File: src/rtl/h264rtp_pkg.sv
`default_nettype none

package h264rtp_pkg;

  localparam int unsigned MAX_NAL_BYTES_DEF = 1048575;

  localparam int CFG_INDEX_W = 2;
  localparam int CFG_DATA_W  = 32;

  localparam logic [CFG_INDEX_W-1:0] REG_FRAME_RATE    = 2'd0;
  localparam logic [CFG_INDEX_W-1:0] REG_PAYLOAD_LIMIT = 2'd1;
  localparam logic [CFG_INDEX_W-1:0] REG_PAYLOAD_TYPE  = 2'd2;
  localparam logic [CFG_INDEX_W-1:0] REG_SSRC          = 2'd3;

  localparam logic [10:0] PAYLOAD_LIMIT_RST = 11'd1400;
  localparam logic [6:0]  PAYLOAD_TYPE_RST  = 7'd96;
  localparam logic [31:0] SSRC_RST          = 32'd0;

  localparam logic [10:0] LIMIT_MIN = 11'd2;
  localparam logic [10:0] LIMIT_MAX = 11'd1460;

  // 90 kHz step = 90000 / frame_rate, at most 90000
  localparam int STEP_W = 17;
  localparam logic [STEP_W-1:0] TS_CLOCK    = 17'd90000;
  localparam logic [STEP_W-1:0] TS_STEP_RST = 17'd3600;

  localparam logic [7:0]  RTP_BYTE0     = 8'h80;
  localparam logic [7:0]  NAL_FNRI_MASK = 8'hE0;
  localparam logic [4:0]  FU_A_TYPE     = 5'd28;
  localparam logic [10:0] RTP_HDR_BYTES = 11'd12;
  localparam logic [10:0] FU_HDR_BYTES  = 11'd14;

  localparam int CMD_FIFO_DEPTH = 4;

  typedef struct packed {
    logic [7:0]  nal_byte;
    logic        first_of_nal;
    logic [19:0] nal_length;
  } nal_item_t;

  typedef struct packed {
    logic [7:0]  out_byte;
    logic        packet_start;
    logic        packet_end;
    logic [10:0] packet_length;
  } pkt_item_t;

  // one packet-building command from the classifier to the byte sequencer
  typedef struct packed {
    logic        has_hdr;
    logic        has_fu;
    logic        has_data;
    logic        marker;
    logic [15:0] seq;
    logic [31:0] ts;
    logic [10:0] plen;
    logic [7:0]  fu_ind;
    logic [7:0]  fu_hdr;
    logic [7:0]  data;
    logic        data_end;
  } cmd_t;

endpackage

`default_nettype wire

File: src/rtl/h264_nal_rtp_packetizer_core.sv
// An accepted NAL byte is queued as a command and leaves through the registered packet port.
// Throughput: one NAL byte per cycle while the queue has room; each packet also sends 12 header bytes
// (14 for FU-A) on the single output byte lane, and the input stalls once the command queue fills.
// A frame_rate write stalls the input while the serial divider runs.
// Reset (rst, synchronous) clears counters, queue and output; registers take defaults.
`default_nettype none

module h264_nal_rtp_packetizer_core #(
  parameter int unsigned MAX_NAL_BYTES = h264rtp_pkg::MAX_NAL_BYTES_DEF
) (
  input  wire logic                                    clk,
  input  wire logic                                    rst,
  input  wire logic                                    nal_valid,
  output logic                                         nal_stall,
  input  wire h264rtp_pkg::nal_item_t                  nal_item,
  output logic                                         pkt_valid,
  input  wire logic                                    pkt_stall,
  output h264rtp_pkg::pkt_item_t                       pkt_item,
  input  wire logic                                    cfg_wr_en,
  input  wire logic [h264rtp_pkg::CFG_INDEX_W-1:0]     cfg_index,
  input  wire logic [h264rtp_pkg::CFG_DATA_W-1:0]      cfg_data
);
  import h264rtp_pkg::*;

  logic [10:0]       payload_limit;
  logic [6:0]        rtp_ptype;
  logic [31:0]       ssrc_value;
  logic              div_start;
  logic              div_busy;
  logic [STEP_W-1:0] ts_step;
  logic              take;
  logic              cmd_valid;
  cmd_t              cmd;
  logic              fifo_full;
  logic              head_valid;
  cmd_t              head;
  logic              pop;

  assign div_start = cfg_wr_en && cfg_index == REG_FRAME_RATE;
  assign nal_stall = fifo_full || div_busy;
  assign take      = nal_valid && !nal_stall;

  always_ff @(posedge clk) begin
    if (rst) begin
      payload_limit <= PAYLOAD_LIMIT_RST;
      rtp_ptype     <= PAYLOAD_TYPE_RST;
      ssrc_value    <= SSRC_RST;
    end else if (cfg_wr_en) begin
      case (cfg_index)
        REG_PAYLOAD_LIMIT: payload_limit <= cfg_data[10:0];
        REG_PAYLOAD_TYPE:  rtp_ptype     <= cfg_data[6:0];
        REG_SSRC:          ssrc_value    <= cfg_data;
        default:           payload_limit <= payload_limit;
      endcase
    end
  end

  h264rtp_step_div u_step_div (
    .clk     (clk),
    .rst     (rst),
    .start   (div_start),
    .divisor (cfg_data[7:0]),
    .busy    (div_busy),
    .step    (ts_step)
  );

  h264rtp_front #(
    .MAX_NAL_BYTES (MAX_NAL_BYTES)
  ) u_front (
    .clk           (clk),
    .rst           (rst),
    .take          (take),
    .item          (nal_item),
    .payload_limit (payload_limit),
    .ts_step       (ts_step),
    .cmd_valid     (cmd_valid),
    .cmd           (cmd)
  );

  h264rtp_cmd_fifo u_cmd_fifo (
    .clk        (clk),
    .rst        (rst),
    .push       (take && cmd_valid),
    .push_cmd   (cmd),
    .pop        (pop),
    .head_valid (head_valid),
    .head       (head),
    .full       (fifo_full)
  );

  h264rtp_back u_back (
    .clk        (clk),
    .rst        (rst),
    .head_valid (head_valid),
    .head       (head),
    .rtp_ptype  (rtp_ptype),
    .ssrc_value (ssrc_value),
    .pkt_stall  (pkt_stall),
    .pop        (pop),
    .pkt_valid  (pkt_valid),
    .pkt_item   (pkt_item)
  );

endmodule

`default_nettype wire

File: src/rtl/h264rtp_step_div.sv
`default_nettype none

module h264rtp_step_div (
  input  wire logic                           clk,
  input  wire logic                           rst,
  input  wire logic                           start,
  input  wire logic [7:0]                     divisor,
  output logic                                busy,
  output logic [h264rtp_pkg::STEP_W-1:0]      step
);
  import h264rtp_pkg::*;

  localparam int CNT_W = $clog2(STEP_W);

  logic [CNT_W-1:0]  cnt;
  logic [STEP_W-1:0] dvd;
  logic [STEP_W-1:0] quo;
  logic [7:0]        rem;
  logic [7:0]        dsr;
  logic [8:0]        trial;
  logic              ge;
  logic [7:0]        rem_next;

  assign trial    = {rem, dvd[STEP_W-1]};
  assign ge       = trial >= {1'b0, dsr};
  assign rem_next = ge ? 8'(trial - {1'b0, dsr}) : trial[7:0];

  // restoring divider, one quotient bit a cycle
  always_ff @(posedge clk) begin
    if (rst) begin
      busy <= 1'b0;
      cnt  <= '0;
      step <= TS_STEP_RST;
    end else if (start) begin
      busy <= 1'b1;
      cnt  <= CNT_W'(STEP_W - 1);
      dvd  <= TS_CLOCK;
      quo  <= '0;
      rem  <= '0;
      dsr  <= (divisor == 8'd0) ? 8'd1 : divisor;
    end else if (busy) begin
      rem <= rem_next;
      dvd <= {dvd[STEP_W-2:0], 1'b0};
      quo <= {quo[STEP_W-2:0], ge};
      cnt <= cnt - CNT_W'(1);
      if (cnt == '0) begin
        busy <= 1'b0;
        step <= {quo[STEP_W-2:0], ge};
      end
    end
  end

endmodule

`default_nettype wire

File: src/rtl/h264rtp_front.sv
`default_nettype none

module h264rtp_front #(
  parameter int unsigned MAX_NAL_BYTES = h264rtp_pkg::MAX_NAL_BYTES_DEF
) (
  input  wire logic                          clk,
  input  wire logic                          rst,
  input  wire logic                          take,
  input  wire h264rtp_pkg::nal_item_t        item,
  input  wire logic [10:0]                   payload_limit,
  input  wire logic [h264rtp_pkg::STEP_W-1:0] ts_step,
  output logic                               cmd_valid,
  output h264rtp_pkg::cmd_t                  cmd
);
  import h264rtp_pkg::*;

  localparam int POS_W = $clog2(MAX_NAL_BYTES + 1);

  logic [15:0]      seq;
  logic [31:0]      timestamp;
  logic [POS_W-1:0] pos;
  logic [POS_W-1:0] total;
  logic [7:0]       hdr_byte;
  logic             fragmenting;
  logic [10:0]      lim;
  logic [10:0]      frag_left;
  logic [10:0]      frag_plen;

  logic [15:0]      seq_next;
  logic [31:0]      timestamp_next;
  logic [POS_W-1:0] pos_next;
  logic [POS_W-1:0] total_next;
  logic [7:0]       hdr_byte_next;
  logic             fragmenting_next;
  logic [10:0]      lim_next;
  logic [10:0]      frag_left_next;
  logic [10:0]      frag_plen_next;

  logic [31:0]      len_wide;
  logic [POS_W-1:0] len_c;
  logic [10:0]      lim_c;
  logic [POS_W-1:0] pos_inc;
  logic [POS_W-1:0] remaining;
  logic             last_frag;
  logic [10:0]      frag_len;
  logic [7:0]       fu_ind;

  always_comb begin
    len_wide  = {12'd0, item.nal_length};
    len_c     = (len_wide > 32'(MAX_NAL_BYTES)) ? POS_W'(MAX_NAL_BYTES) : POS_W'(len_wide);
    if (payload_limit < LIMIT_MIN) begin
      lim_c = LIMIT_MIN;
    end else if (payload_limit > LIMIT_MAX) begin
      lim_c = LIMIT_MAX;
    end else begin
      lim_c = payload_limit;
    end
    pos_inc   = pos + POS_W'(1);
    remaining = total - pos;
    last_frag = 32'(remaining) <= 32'(lim);
    frag_len  = last_frag ? 11'(remaining) : lim;
    fu_ind    = (hdr_byte & NAL_FNRI_MASK) | {3'd0, FU_A_TYPE};
  end

  always_comb begin
    seq_next         = seq;
    timestamp_next   = timestamp;
    pos_next         = pos;
    total_next       = total;
    hdr_byte_next    = hdr_byte;
    fragmenting_next = fragmenting;
    lim_next         = lim;
    frag_left_next   = frag_left;
    frag_plen_next   = frag_plen;
    cmd_valid        = 1'b0;
    cmd              = '0;
    cmd.ts           = timestamp;
    cmd.data         = item.nal_byte;
    cmd.fu_ind       = fu_ind;
    cmd.seq          = seq + 16'd1;

    if (item.first_of_nal) begin
      timestamp_next   = timestamp + 32'(ts_step);
      total_next       = len_c;
      pos_next         = '0;
      fragmenting_next = 1'b0;
      cmd.ts           = timestamp_next;
      if (len_c != '0) begin
        cmd_valid     = 1'b1;
        lim_next      = lim_c;
        hdr_byte_next = item.nal_byte;
        pos_next      = POS_W'(1);
        seq_next      = seq + 16'd1;
        cmd.has_hdr   = 1'b1;
        cmd.fu_ind    = (item.nal_byte & NAL_FNRI_MASK) | {3'd0, FU_A_TYPE};
        if (32'(len_c) <= 32'(lim_c)) begin
          cmd.has_data = 1'b1;
          cmd.plen     = 11'(len_c) + RTP_HDR_BYTES;
          cmd.data_end = len_c == POS_W'(1);
        end else begin
          // first fragment: the NAL header byte itself is not payload
          fragmenting_next = 1'b1;
          cmd.has_fu       = 1'b1;
          cmd.plen         = FU_HDR_BYTES + lim_c - 11'd1;
          cmd.fu_hdr       = {1'b1, 2'b00, item.nal_byte[4:0]};
          frag_left_next   = lim_c - 11'd1;
          frag_plen_next   = cmd.plen;
        end
      end
    end else if (pos < total) begin
      cmd_valid    = 1'b1;
      cmd.has_data = 1'b1;
      pos_next     = pos_inc;
      if (!fragmenting) begin
        cmd.plen     = 11'(total) + RTP_HDR_BYTES;
        cmd.data_end = pos_inc == total;
      end else if (frag_left == 11'd0) begin
        seq_next       = seq + 16'd1;
        cmd.has_hdr    = 1'b1;
        cmd.has_fu     = 1'b1;
        cmd.marker     = last_frag;
        cmd.plen       = FU_HDR_BYTES + frag_len;
        cmd.fu_hdr     = {1'b0, last_frag, 1'b0, hdr_byte[4:0]};
        cmd.data_end   = frag_len == 11'd1;
        frag_left_next = frag_len - 11'd1;
        frag_plen_next = cmd.plen;
      end else begin
        cmd.plen       = frag_plen;
        cmd.data_end   = frag_left == 11'd1;
        frag_left_next = frag_left - 11'd1;
      end
    end
  end

  always_ff @(posedge clk) begin
    if (rst) begin
      seq         <= '0;
      timestamp   <= '0;
      pos         <= '0;
      total       <= '0;
      hdr_byte    <= '0;
      fragmenting <= 1'b0;
      lim         <= PAYLOAD_LIMIT_RST;
      frag_left   <= '0;
      frag_plen   <= '0;
    end else if (take) begin
      seq         <= seq_next;
      timestamp   <= timestamp_next;
      pos         <= pos_next;
      total       <= total_next;
      hdr_byte    <= hdr_byte_next;
      fragmenting <= fragmenting_next;
      lim         <= lim_next;
      frag_left   <= frag_left_next;
      frag_plen   <= frag_plen_next;
    end
  end

endmodule

`default_nettype wire

File: src/rtl/h264rtp_cmd_fifo.sv
`default_nettype none

module h264rtp_cmd_fifo (
  input  wire logic              clk,
  input  wire logic              rst,
  input  wire logic              push,
  input  wire h264rtp_pkg::cmd_t push_cmd,
  input  wire logic              pop,
  output logic                   head_valid,
  output h264rtp_pkg::cmd_t      head,
  output logic                   full
);
  import h264rtp_pkg::*;

  localparam int PTR_W = $clog2(CMD_FIFO_DEPTH);
  localparam int CNT_W = $clog2(CMD_FIFO_DEPTH + 1);

  cmd_t             entries [CMD_FIFO_DEPTH];
  logic [PTR_W-1:0] wr_ptr;
  logic [PTR_W-1:0] rd_ptr;
  logic [CNT_W-1:0] count;

  assign head_valid = count != '0;
  assign full       = count == CNT_W'(CMD_FIFO_DEPTH);
  assign head       = entries[rd_ptr];

  always_ff @(posedge clk) begin
    if (push) begin
      entries[wr_ptr] <= push_cmd;
    end
  end

  always_ff @(posedge clk) begin
    if (rst) begin
      wr_ptr <= '0;
      rd_ptr <= '0;
      count  <= '0;
    end else begin
      if (push) begin
        wr_ptr <= (wr_ptr == PTR_W'(CMD_FIFO_DEPTH - 1)) ? '0 : wr_ptr + PTR_W'(1);
      end
      if (pop) begin
        rd_ptr <= (rd_ptr == PTR_W'(CMD_FIFO_DEPTH - 1)) ? '0 : rd_ptr + PTR_W'(1);
      end
      case ({push, pop})
        2'b10:   count <= count + CNT_W'(1);
        2'b01:   count <= count - CNT_W'(1);
        default: count <= count;
      endcase
    end
  end

endmodule

`default_nettype wire

File: src/rtl/h264rtp_back.sv
`default_nettype none

module h264rtp_back (
  input  wire logic                   clk,
  input  wire logic                   rst,
  input  wire logic                   head_valid,
  input  wire h264rtp_pkg::cmd_t      head,
  input  wire logic [6:0]             rtp_ptype,
  input  wire logic [31:0]            ssrc_value,
  input  wire logic                   pkt_stall,
  output logic                        pop,
  output logic                        pkt_valid,
  output h264rtp_pkg::pkt_item_t      pkt_item
);
  import h264rtp_pkg::*;

  localparam logic [3:0] SLOT_FIRST    = 4'd0;
  localparam logic [3:0] SLOT_HDR_LAST = 4'd11;
  localparam logic [3:0] SLOT_FU_IND   = 4'd12;
  localparam logic [3:0] SLOT_FU_HDR   = 4'd13;
  localparam logic [3:0] SLOT_DATA     = 4'd14;

  logic [3:0] slot;
  logic [3:0] cur;
  logic [3:0] slot_next;
  logic       cmd_done;
  logic       load;
  logic [7:0] byte_sel;

  assign load = head_valid && (!pkt_valid || !pkt_stall);
  assign cur  = (slot == SLOT_FIRST && !head.has_hdr) ? SLOT_DATA : slot;

  always_comb begin
    cmd_done  = 1'b0;
    slot_next = cur + 4'd1;
    if (cur == SLOT_HDR_LAST) begin
      slot_next = head.has_fu ? SLOT_FU_IND : SLOT_DATA;
    end else if (cur == SLOT_FU_HDR) begin
      cmd_done = !head.has_data;
    end else if (cur == SLOT_DATA) begin
      cmd_done = 1'b1;
    end
  end

  assign pop = load && cmd_done;

  always_comb begin
    case (cur)
      SLOT_FIRST:    byte_sel = RTP_BYTE0;
      4'd1:          byte_sel = {head.marker, rtp_ptype};
      4'd2:          byte_sel = head.seq[15:8];
      4'd3:          byte_sel = head.seq[7:0];
      4'd4:          byte_sel = head.ts[31:24];
      4'd5:          byte_sel = head.ts[23:16];
      4'd6:          byte_sel = head.ts[15:8];
      4'd7:          byte_sel = head.ts[7:0];
      4'd8:          byte_sel = ssrc_value[31:24];
      4'd9:          byte_sel = ssrc_value[23:16];
      4'd10:         byte_sel = ssrc_value[15:8];
      SLOT_HDR_LAST: byte_sel = ssrc_value[7:0];
      SLOT_FU_IND:   byte_sel = head.fu_ind;
      SLOT_FU_HDR:   byte_sel = head.fu_hdr;
      default:       byte_sel = head.data;
    endcase
  end

  always_ff @(posedge clk) begin
    if (rst) begin
      slot      <= SLOT_FIRST;
      pkt_valid <= 1'b0;
    end else begin
      if (load) begin
        slot      <= cmd_done ? SLOT_FIRST : slot_next;
        pkt_valid <= 1'b1;
      end else if (!pkt_stall) begin
        pkt_valid <= 1'b0;
      end
    end
  end

  always_ff @(posedge clk) begin
    if (load) begin
      pkt_item.out_byte      <= byte_sel;
      pkt_item.packet_start  <= cur == SLOT_FIRST;
      pkt_item.packet_end    <= cur == SLOT_DATA && head.data_end;
      pkt_item.packet_length <= head.plen;
    end
  end

endmodule

`default_nettype wire

File: config.mk
export PLATFORM = sky130hd
export DESIGN_NAME = h264_nal_rtp_packetizer_core
export DESIGN_NICKNAME = d
export VERILOG_FILES = /design/src/rtl/h264rtp_pkg.sv /design/src/rtl/h264_nal_rtp_packetizer_core.sv /design/src/rtl/h264rtp_step_div.sv /design/src/rtl/h264rtp_front.sv /design/src/rtl/h264rtp_cmd_fifo.sv /design/src/rtl/h264rtp_back.sv
export SDC_FILE = /design/constraint.sdc
export NUM_CORES = 1
export LEC_CHECK = 0
export ABC_AREA = 1
export BUFFER_PORTS_ARGS = -buffer_cell sky130_fd_sc_hd__buf_4
export CORE_MARGIN = 10
export CORE_UTILIZATION = 49
export CTS_CLUSTER_SIZE = 25
export DETAILED_ROUTE_END_ITERATION = 10
export PLACE_DENSITY = 0.75
export SETUP_SLACK_MARGIN = 0.2
export SYNTH_ARGS = -nofsm -noshare
export SYNTH_HDL_FRONTEND = slang
export SYNTH_SLANG_ARGS = --single-unit
File: constraint.sdc
create_clock -name clk -period 20.2 [get_ports clk]
set_clock_uncertainty 0.15 [all_clocks]
set_input_delay 0 -clock clk [delete_from_list [all_inputs] [get_ports clk]]
set_output_delay 0 -clock clk [all_outputs]
set_load 0.05 [all_outputs]
After elaboration in Yosys (flattened, before gate mapping)
Memory sizes are Yosys's and may differ from the RTL's. A register that Yosys moved wholly into a read port is not among the register bits.
Index checks and enable logic that the tools add are counted.
{"block": "word_totals", "register_bits": 281, "ramBits": 352, "in_bits": 68, "out_inout_bits": 23, "elab_cells": 206, "n_memories": 1}
{"memory": "u_cmd_fifo.entries", "words": 4, "width": 88, "read_ports": 1, "rd_clocked_by_memory_dff": 1, "wr": 1, "line_no": "h264rtp_cmd_fifo.sv:18", "text": "cmd_t entries [CMD_FIFO_DEPTH];"}
{"block": "classes", "add_sub_neg": 19, "n_lt_le_gt_ge": 6, "n_eq_ne": 29, "muxes": 81, "n_bitwise": 2, "reduce_logical": 39}
{"op": "11-bit two-way mux", "n": 19}
{"op": "8-bit one-hot mux with 14 select lines", "n": 1}
{"op": "16-bit two-way mux", "n": 6}
{"op": "8-bit two-way mux", "n": 7}
{"op": "11-bit by 1-bit subtractor with 11-bit output (second input constant)", "n": 4}
{"op": "20-bit by 11-bit <= comparator with 1-bit output", "n": 2}
{"op": "20-bit two-way mux", "n": 2}
{"op": "32-bit by 17-bit adder with 32-bit output", "n": 1}
{"op": "32-bit two-way mux", "n": 1}
{"op": "4-bit equality test (second input constant)", "n": 7}
{"op": "27-bit two-way mux", "n": 1}
{"op": "1-bit two-way mux", "n": 26}
{"op": "11-bit by 4-bit adder with 11-bit output (second input constant)", "n": 2}
{"op": "4-bit by 11-bit adder with 11-bit output (first input constant)", "n": 2}
{"op": "11-bit by 1-bit equality test with 1-bit output (second input constant)", "n": 2}
{"op": "20-bit by 1-bit adder with 20-bit output (second input constant)", "n": 1}
{"op": "20-bit by 1-bit equality test with 1-bit output (second input constant)", "n": 1}
{"op": "20-bit equality test", "n": 1}
{"op": "20-bit less-than comparator", "n": 1}
{"op": "20-bit nonzero test", "n": 1}
{"op": "20-bit subtractor", "n": 1}
{"op": "17-bit two-way mux", "n": 1}
{"op": "16-bit by 1-bit adder with 16-bit output (second input constant)", "n": 1}
{"op": "4-bit by 3-bit equality test with 1-bit output (second input constant)", "n": 4}
{"op": "37 further kinds", "n": 81}

Logic depth before layout (Yosys ltp)
{"block": "depth", "word_depth": 10, "depth_mapped": 34, "mapped_depth_nobuf": 34}

By module
From an unflattened synthesis, not the netlist that was laid out.
{"block": "unflattened", "hier_cells": 3644, "area_unflattened_um2": 31974.4}
{"module": "h264rtp_cmd_fifo", "instances": 1, "cells_per_inst": 911, "area_per_inst_um2": 13480.4, "seq_area_each_um2": 10750.3}
{"module": "h264rtp_front", "instances": 1, "cells_per_inst": 1810, "area_per_inst_um2": 11315.9, "seq_area_each_um2": 2602.5}
{"module": "h264rtp_step_div", "instances": 1, "cells_per_inst": 332, "area_per_inst_um2": 3100.5, "seq_area_each_um2": 1811.7}
{"module": "h264_nal_rtp_packetizer_core", "instances": 1, "cells_per_inst": 311, "area_per_inst_um2": 2115.8, "seq_area_each_um2": 1001.0}
{"module": "h264rtp_back", "instances": 1, "cells_per_inst": 280, "area_per_inst_um2": 1961.9, "seq_area_each_um2": 730.7}

Worst setup path before layout
No wires, ideal clock.
{"block": "synth_timing", "path_type": "register to register", "startpoint": "register u_front.total[0]", "endpoint": "memory u_cmd_fifo.entries[0][0] in the netlist's numbering, enable pin", "arrival_time_ns": 5.937, "t_required_ns": 19.529, "path_slack_ns": 13.591, "path_stages_with_launch": 19, "n_path_buf": 0, "period_less_slack_ns": 6.609, "path_cell_list": "dfxtp_1 -> inv_1 -> ha_1 -> fa_1 -> o21ai_2 -> nand2_1 -> nand2_2 -> nand2_2 -> nand2_1 -> nand2_1 -> o311ai_1 -> nand2_1 -> inv_1 -> nand2_1 -> nor2_1 -> inv_1 -> nand2_1 -> clkinv_1 -> nor2_1"}
{"block": "synth_between", "elab_chain_cells": 6}
{"element": "start: declaration", "line_no": "h264rtp_front.sv:22", "text": "logic [POS_W-1:0] total;"}
{"element": "start signal: assignment", "line_no": "h264rtp_front.sv:150", "text": "total <= total_next;"}
{"element": "20-bit less-than comparator", "line_no": "h264rtp_front.sv:110", "text": "end else if (pos < total) begin"}
{"element": "1-bit two-way mux", "line_no": "h264rtp_front.sv:110"}
{"element": "1-bit two-way mux", "line_no": "h264rtp_front.sv:82", "text": "if (item.first_of_nal) begin"}
{"element": "1-bit logical AND", "line_no": "h264_nal_rtp_packetizer_core.sv:83", "text": ".push (take && cmd_valid),"}
{"element": "1-bit two-way mux", "line_no": "h264rtp_cmd_fifo.sv:28", "text": "if (push) begin"}
{"element": "1-bit two-way mux (not written as such)", "line_no": "h264rtp_cmd_fifo.sv:29", "text": "entries[wr_ptr] <= push_cmd;"}
{"element": "end: declaration", "line_no": "h264rtp_cmd_fifo.sv:18"}
No other way between the ends.

Final worst setup path
{"block": "layout_timing", "startpoint": "register u_front.total[0]", "endpoint": "memory u_cmd_fifo.entries[3][66] in the netlist's numbering, enable pin"}
Same word-level chain as after synthesis.

==> summary.txt <==
Status
  – Status: complete, no violations

STA
  – Post-layout min period: approximately 5.5 ns
  – Upper clock frequency limit: about 0.18 GHz
  – Slew @ Worst Pin: approximately 1.2 ns
  – Hold Fails Final Rpt: 0
  – Period utilisation layout: 0.272
  – Final TNS setup: 0 ns
  – Max Slew Vio Count: 0
  – Slew HR: 0.224
  – Final setup viols: 0
  – Unrepaired setup endpoints after global routing: no

Worst setup path
  – Peak fanout along the critical path: 58
  – Crit path DAT: 5.61 ns
  – CP Launch Point: u_front.total[0]
  – Reg-to-reg startpoint: u_front.total[0]
  – R2R setup slack: about 15 ns
  – Required @ worst endpoint: 20.32 ns
  – Startpoint Class: register
  – WS Path Type: reg2reg
  – CP Capture Type: register

Finish
  – Share of cells above drive strength 1: 0.0840
  – Fill cells: between 5000 and 6000
  – Reg area: roughly 0.016 mm2
  – Area of the multi-input gates: 0.0117 mm2
  – Layout overhead on the synthesized area: 14.7%
  – Finished Layout Cells: 4294
  – Final net count: about 3600
  – # diodes: 0

Synthesis
  – Top area cells in the synthesized netlist: edfxtp_1 (39%), dfxtp_1 (15%), nand2_1 (6.7%)
  – Post-synth EDFFs: 390
  – Most numerous cell in the Yosys netlist: nand2_1
  – Post-synthesis sequential area ratio: 0.541
  – Netlist cell types: 60
  – Ys Warns: 0
  – Synthesized area per cell: ~9 um2
  – #FFs+latches synth: between 600 and 700
  – Commonest cells post-synth: nand2_1 (529), edfxtp_1 (390), inv_1 (384)
  – Syn Nets: 3486
  – Synth top area share: 0.395
  – Mapped Area: roughly 0.03 mm2
  – Cells after Synth: between 3000 and 4000
  – Synth Flop Type: edfxtp_1
  – Cell taking the most area after synthesis: edfxtp_1
  – Post-synth ARST share: 0

Power
  – Worst vdd ir: 91.7 uV
  – Leak: approximately 14 nW
  – Power per cell area: around 110 mW/mm2
  – PnR Total Power: around 3.6 mW

Min path
  – Hold Startpoint: cfg_data[20]
  – Min-Delay Path Class: in2reg

Global routing
  – Global-route wire length before repair: around 130000 um
  – GR Util met2: 0.367
  – Vias in the first global route: roughly 23000
  – Grt peak-use layer: met2
  – GRT Overall Usage: 0.226
  – Met1 usage: 0.298
  – Met3 Track Usage GR: 0.0414
  – Initial antenna violation count: 2
  – Pin count of the biggest net entering global routing: 95
  – Grt total ovfl: 0

Routing
  – Wire per inst: around 19 um
  – DR vias/cell: about 5.7
  – Number of DRC markers in iteration 0: ~2700
  – Residual DRC count: 0
  – DR vias: 24378
  – DR pass1 iterations: 8
  – Routed Antenna Nets: 0
  – Final WL: a little over 80000 um

Clocking
  – Post-CTS Resized: 0
  – Setup bufs post-CTS: 0
  – Num Clock Sinks: 607
  – TritonCTS clock tree: yes
  – Clk slew on worst S/H paths: ~0.06 ns
  – CTS H-tree depth: 2
  – Clock Latency Late Sink: ~0.66 ns
  – Root buffer cell: clkbuf_16
  – Clock buffer count from CTS: between 60 and 70
  – Deepest clock path buffer count: 3

Die
  – Total die area: slightly above 0.07 mm2
  – Initial Util: 0.494
  – Num rows: 90
  – Core Footprint: between 0.06 and 0.07 mm2
  – Vert. Die Dim: 266 um
  – Die width: between 200 and 300 um
  – Io pins: 91

Placed design
  – Final GP Congestion: approximately 0.99
  – PortBufs: 90
  – DP Wirelength: roughly 55000 um
  – DP Cell Count: approximately 4000

Run
  – Maxcap violations: 0
registers in the layout, summed over array words and instances (netlist names), 11 cells and up, named ones only:
signal              count
u_front.frag_plen      11
u_front.timestamp      32
u_back.pkt_item        21
u_front.total          20
ssrc_value             32
u_front.seq            16
payload_limit          11
u_step_div.quo         16
u_front.lim            11
u_front.pos            20
u_step_div.step        17
u_step_div.dvd         13
u_cmd_fifo.entries    324
u_front.frag_left      11
metrics by stage:
step / hold slack, ns / instance area (um2) / utilization / worst slack [ns]
floorplan: -0.0511 / 29700 / - / 13.59
global placement: 0.0849 / 31100 / 0.517 / 14.78
detailed placement: 0.0887 / 31100 / 0.517 / 14.74
CTS: 0.00562 / 34000 / 0.566 / 14.70
global route: 0.0439 / 34000 / 0.566 / 14.31
finish: 0.0321 / 34000 / 0.566 / 14.70
what timing repair did:
item                                    in CTS  in global routing
hold endpoints to repair                   318                  0
hold buffers                                94                  0
endpoints found under the setup margin       0                  0
layout by cell type, fill, tap and decap left out, types with 34 or more instances in the layout:
master           n
o21ai_0        377
nand2_1        529
dlygate4sd3_1   94
dfxtp_1        215
a21oi_1        251
nor2_1         359
nor3_1          34
edfxtp_1       390
buf_4          118
xor2_1          78
o22ai_1         86
nand4_1         46
ha_1            92
nand3_1         90
clkbuf_16       62
inv_1          382
path summary, 6_finish.rpt:
path / to / cells past startpoint
worst max-delay path: u_cmd_fifo.entries[3][66] / 20
worst min-delay path: ssrc_value[20] / 4
worst max register to register: u_cmd_fifo.entries[3][66] / 20
worst min register to register: ssrc_value[4] / 2
critical path: stages (launching register included):
cell and delay [ns]:
dfxtp_1 0.33, inv_1 0.06, ha_1 0.27, fa_1 0.46, o21ai_2 0.23, nand2_1 0.09, nand2_2 0.09, nand2_2 0.06
nand2_1 0.07, nand2_1 0.06, o311ai_1 0.08, nand2_1 0.10, inv_1 0.06, nand2_1 0.28, nor2_1 0.19, buf_4 0.25
inv_1 0.18, nand2_1 0.12, clkinv_1 0.37, nor2_4 0.73, buf_4 0.79
area by class of cell:
class                           count  share of cell area
Sequential cell                   607               0.472
Multi-Input combinational cell   2176               0.343
Timing Repair Buffer              212              0.0537
Clock buffer                       75              0.0479
Inverter                          403              0.0446
Tap cell                          782              0.0288
Clock inverter                     39              0.0103
routing by layer:
layer	vias up	wire length, um
met5	-	7
met4	2	2920
met3	177	7630
met2	1120	37800
met1	11419	33700
li1	11660	-
kinds of logic after synthesis:
group / synth area share
AOI/OAI and AO/OA: 0.158
xor gates and xnor gates: 0.0274
adders and majority gates: 0.0415
buffers and inverters: 0.0686
DFF: 0.541
and+or+nand+nor: 0.163
power breakdown:
group	leakage [nW]	switching (mW)	internal [mW]
combinational	7.22	0.708	0.282
sequential	5.40	0.0507	1.47
clock	0.958	0.492	0.617
Power figures use the tool's default switching activity.
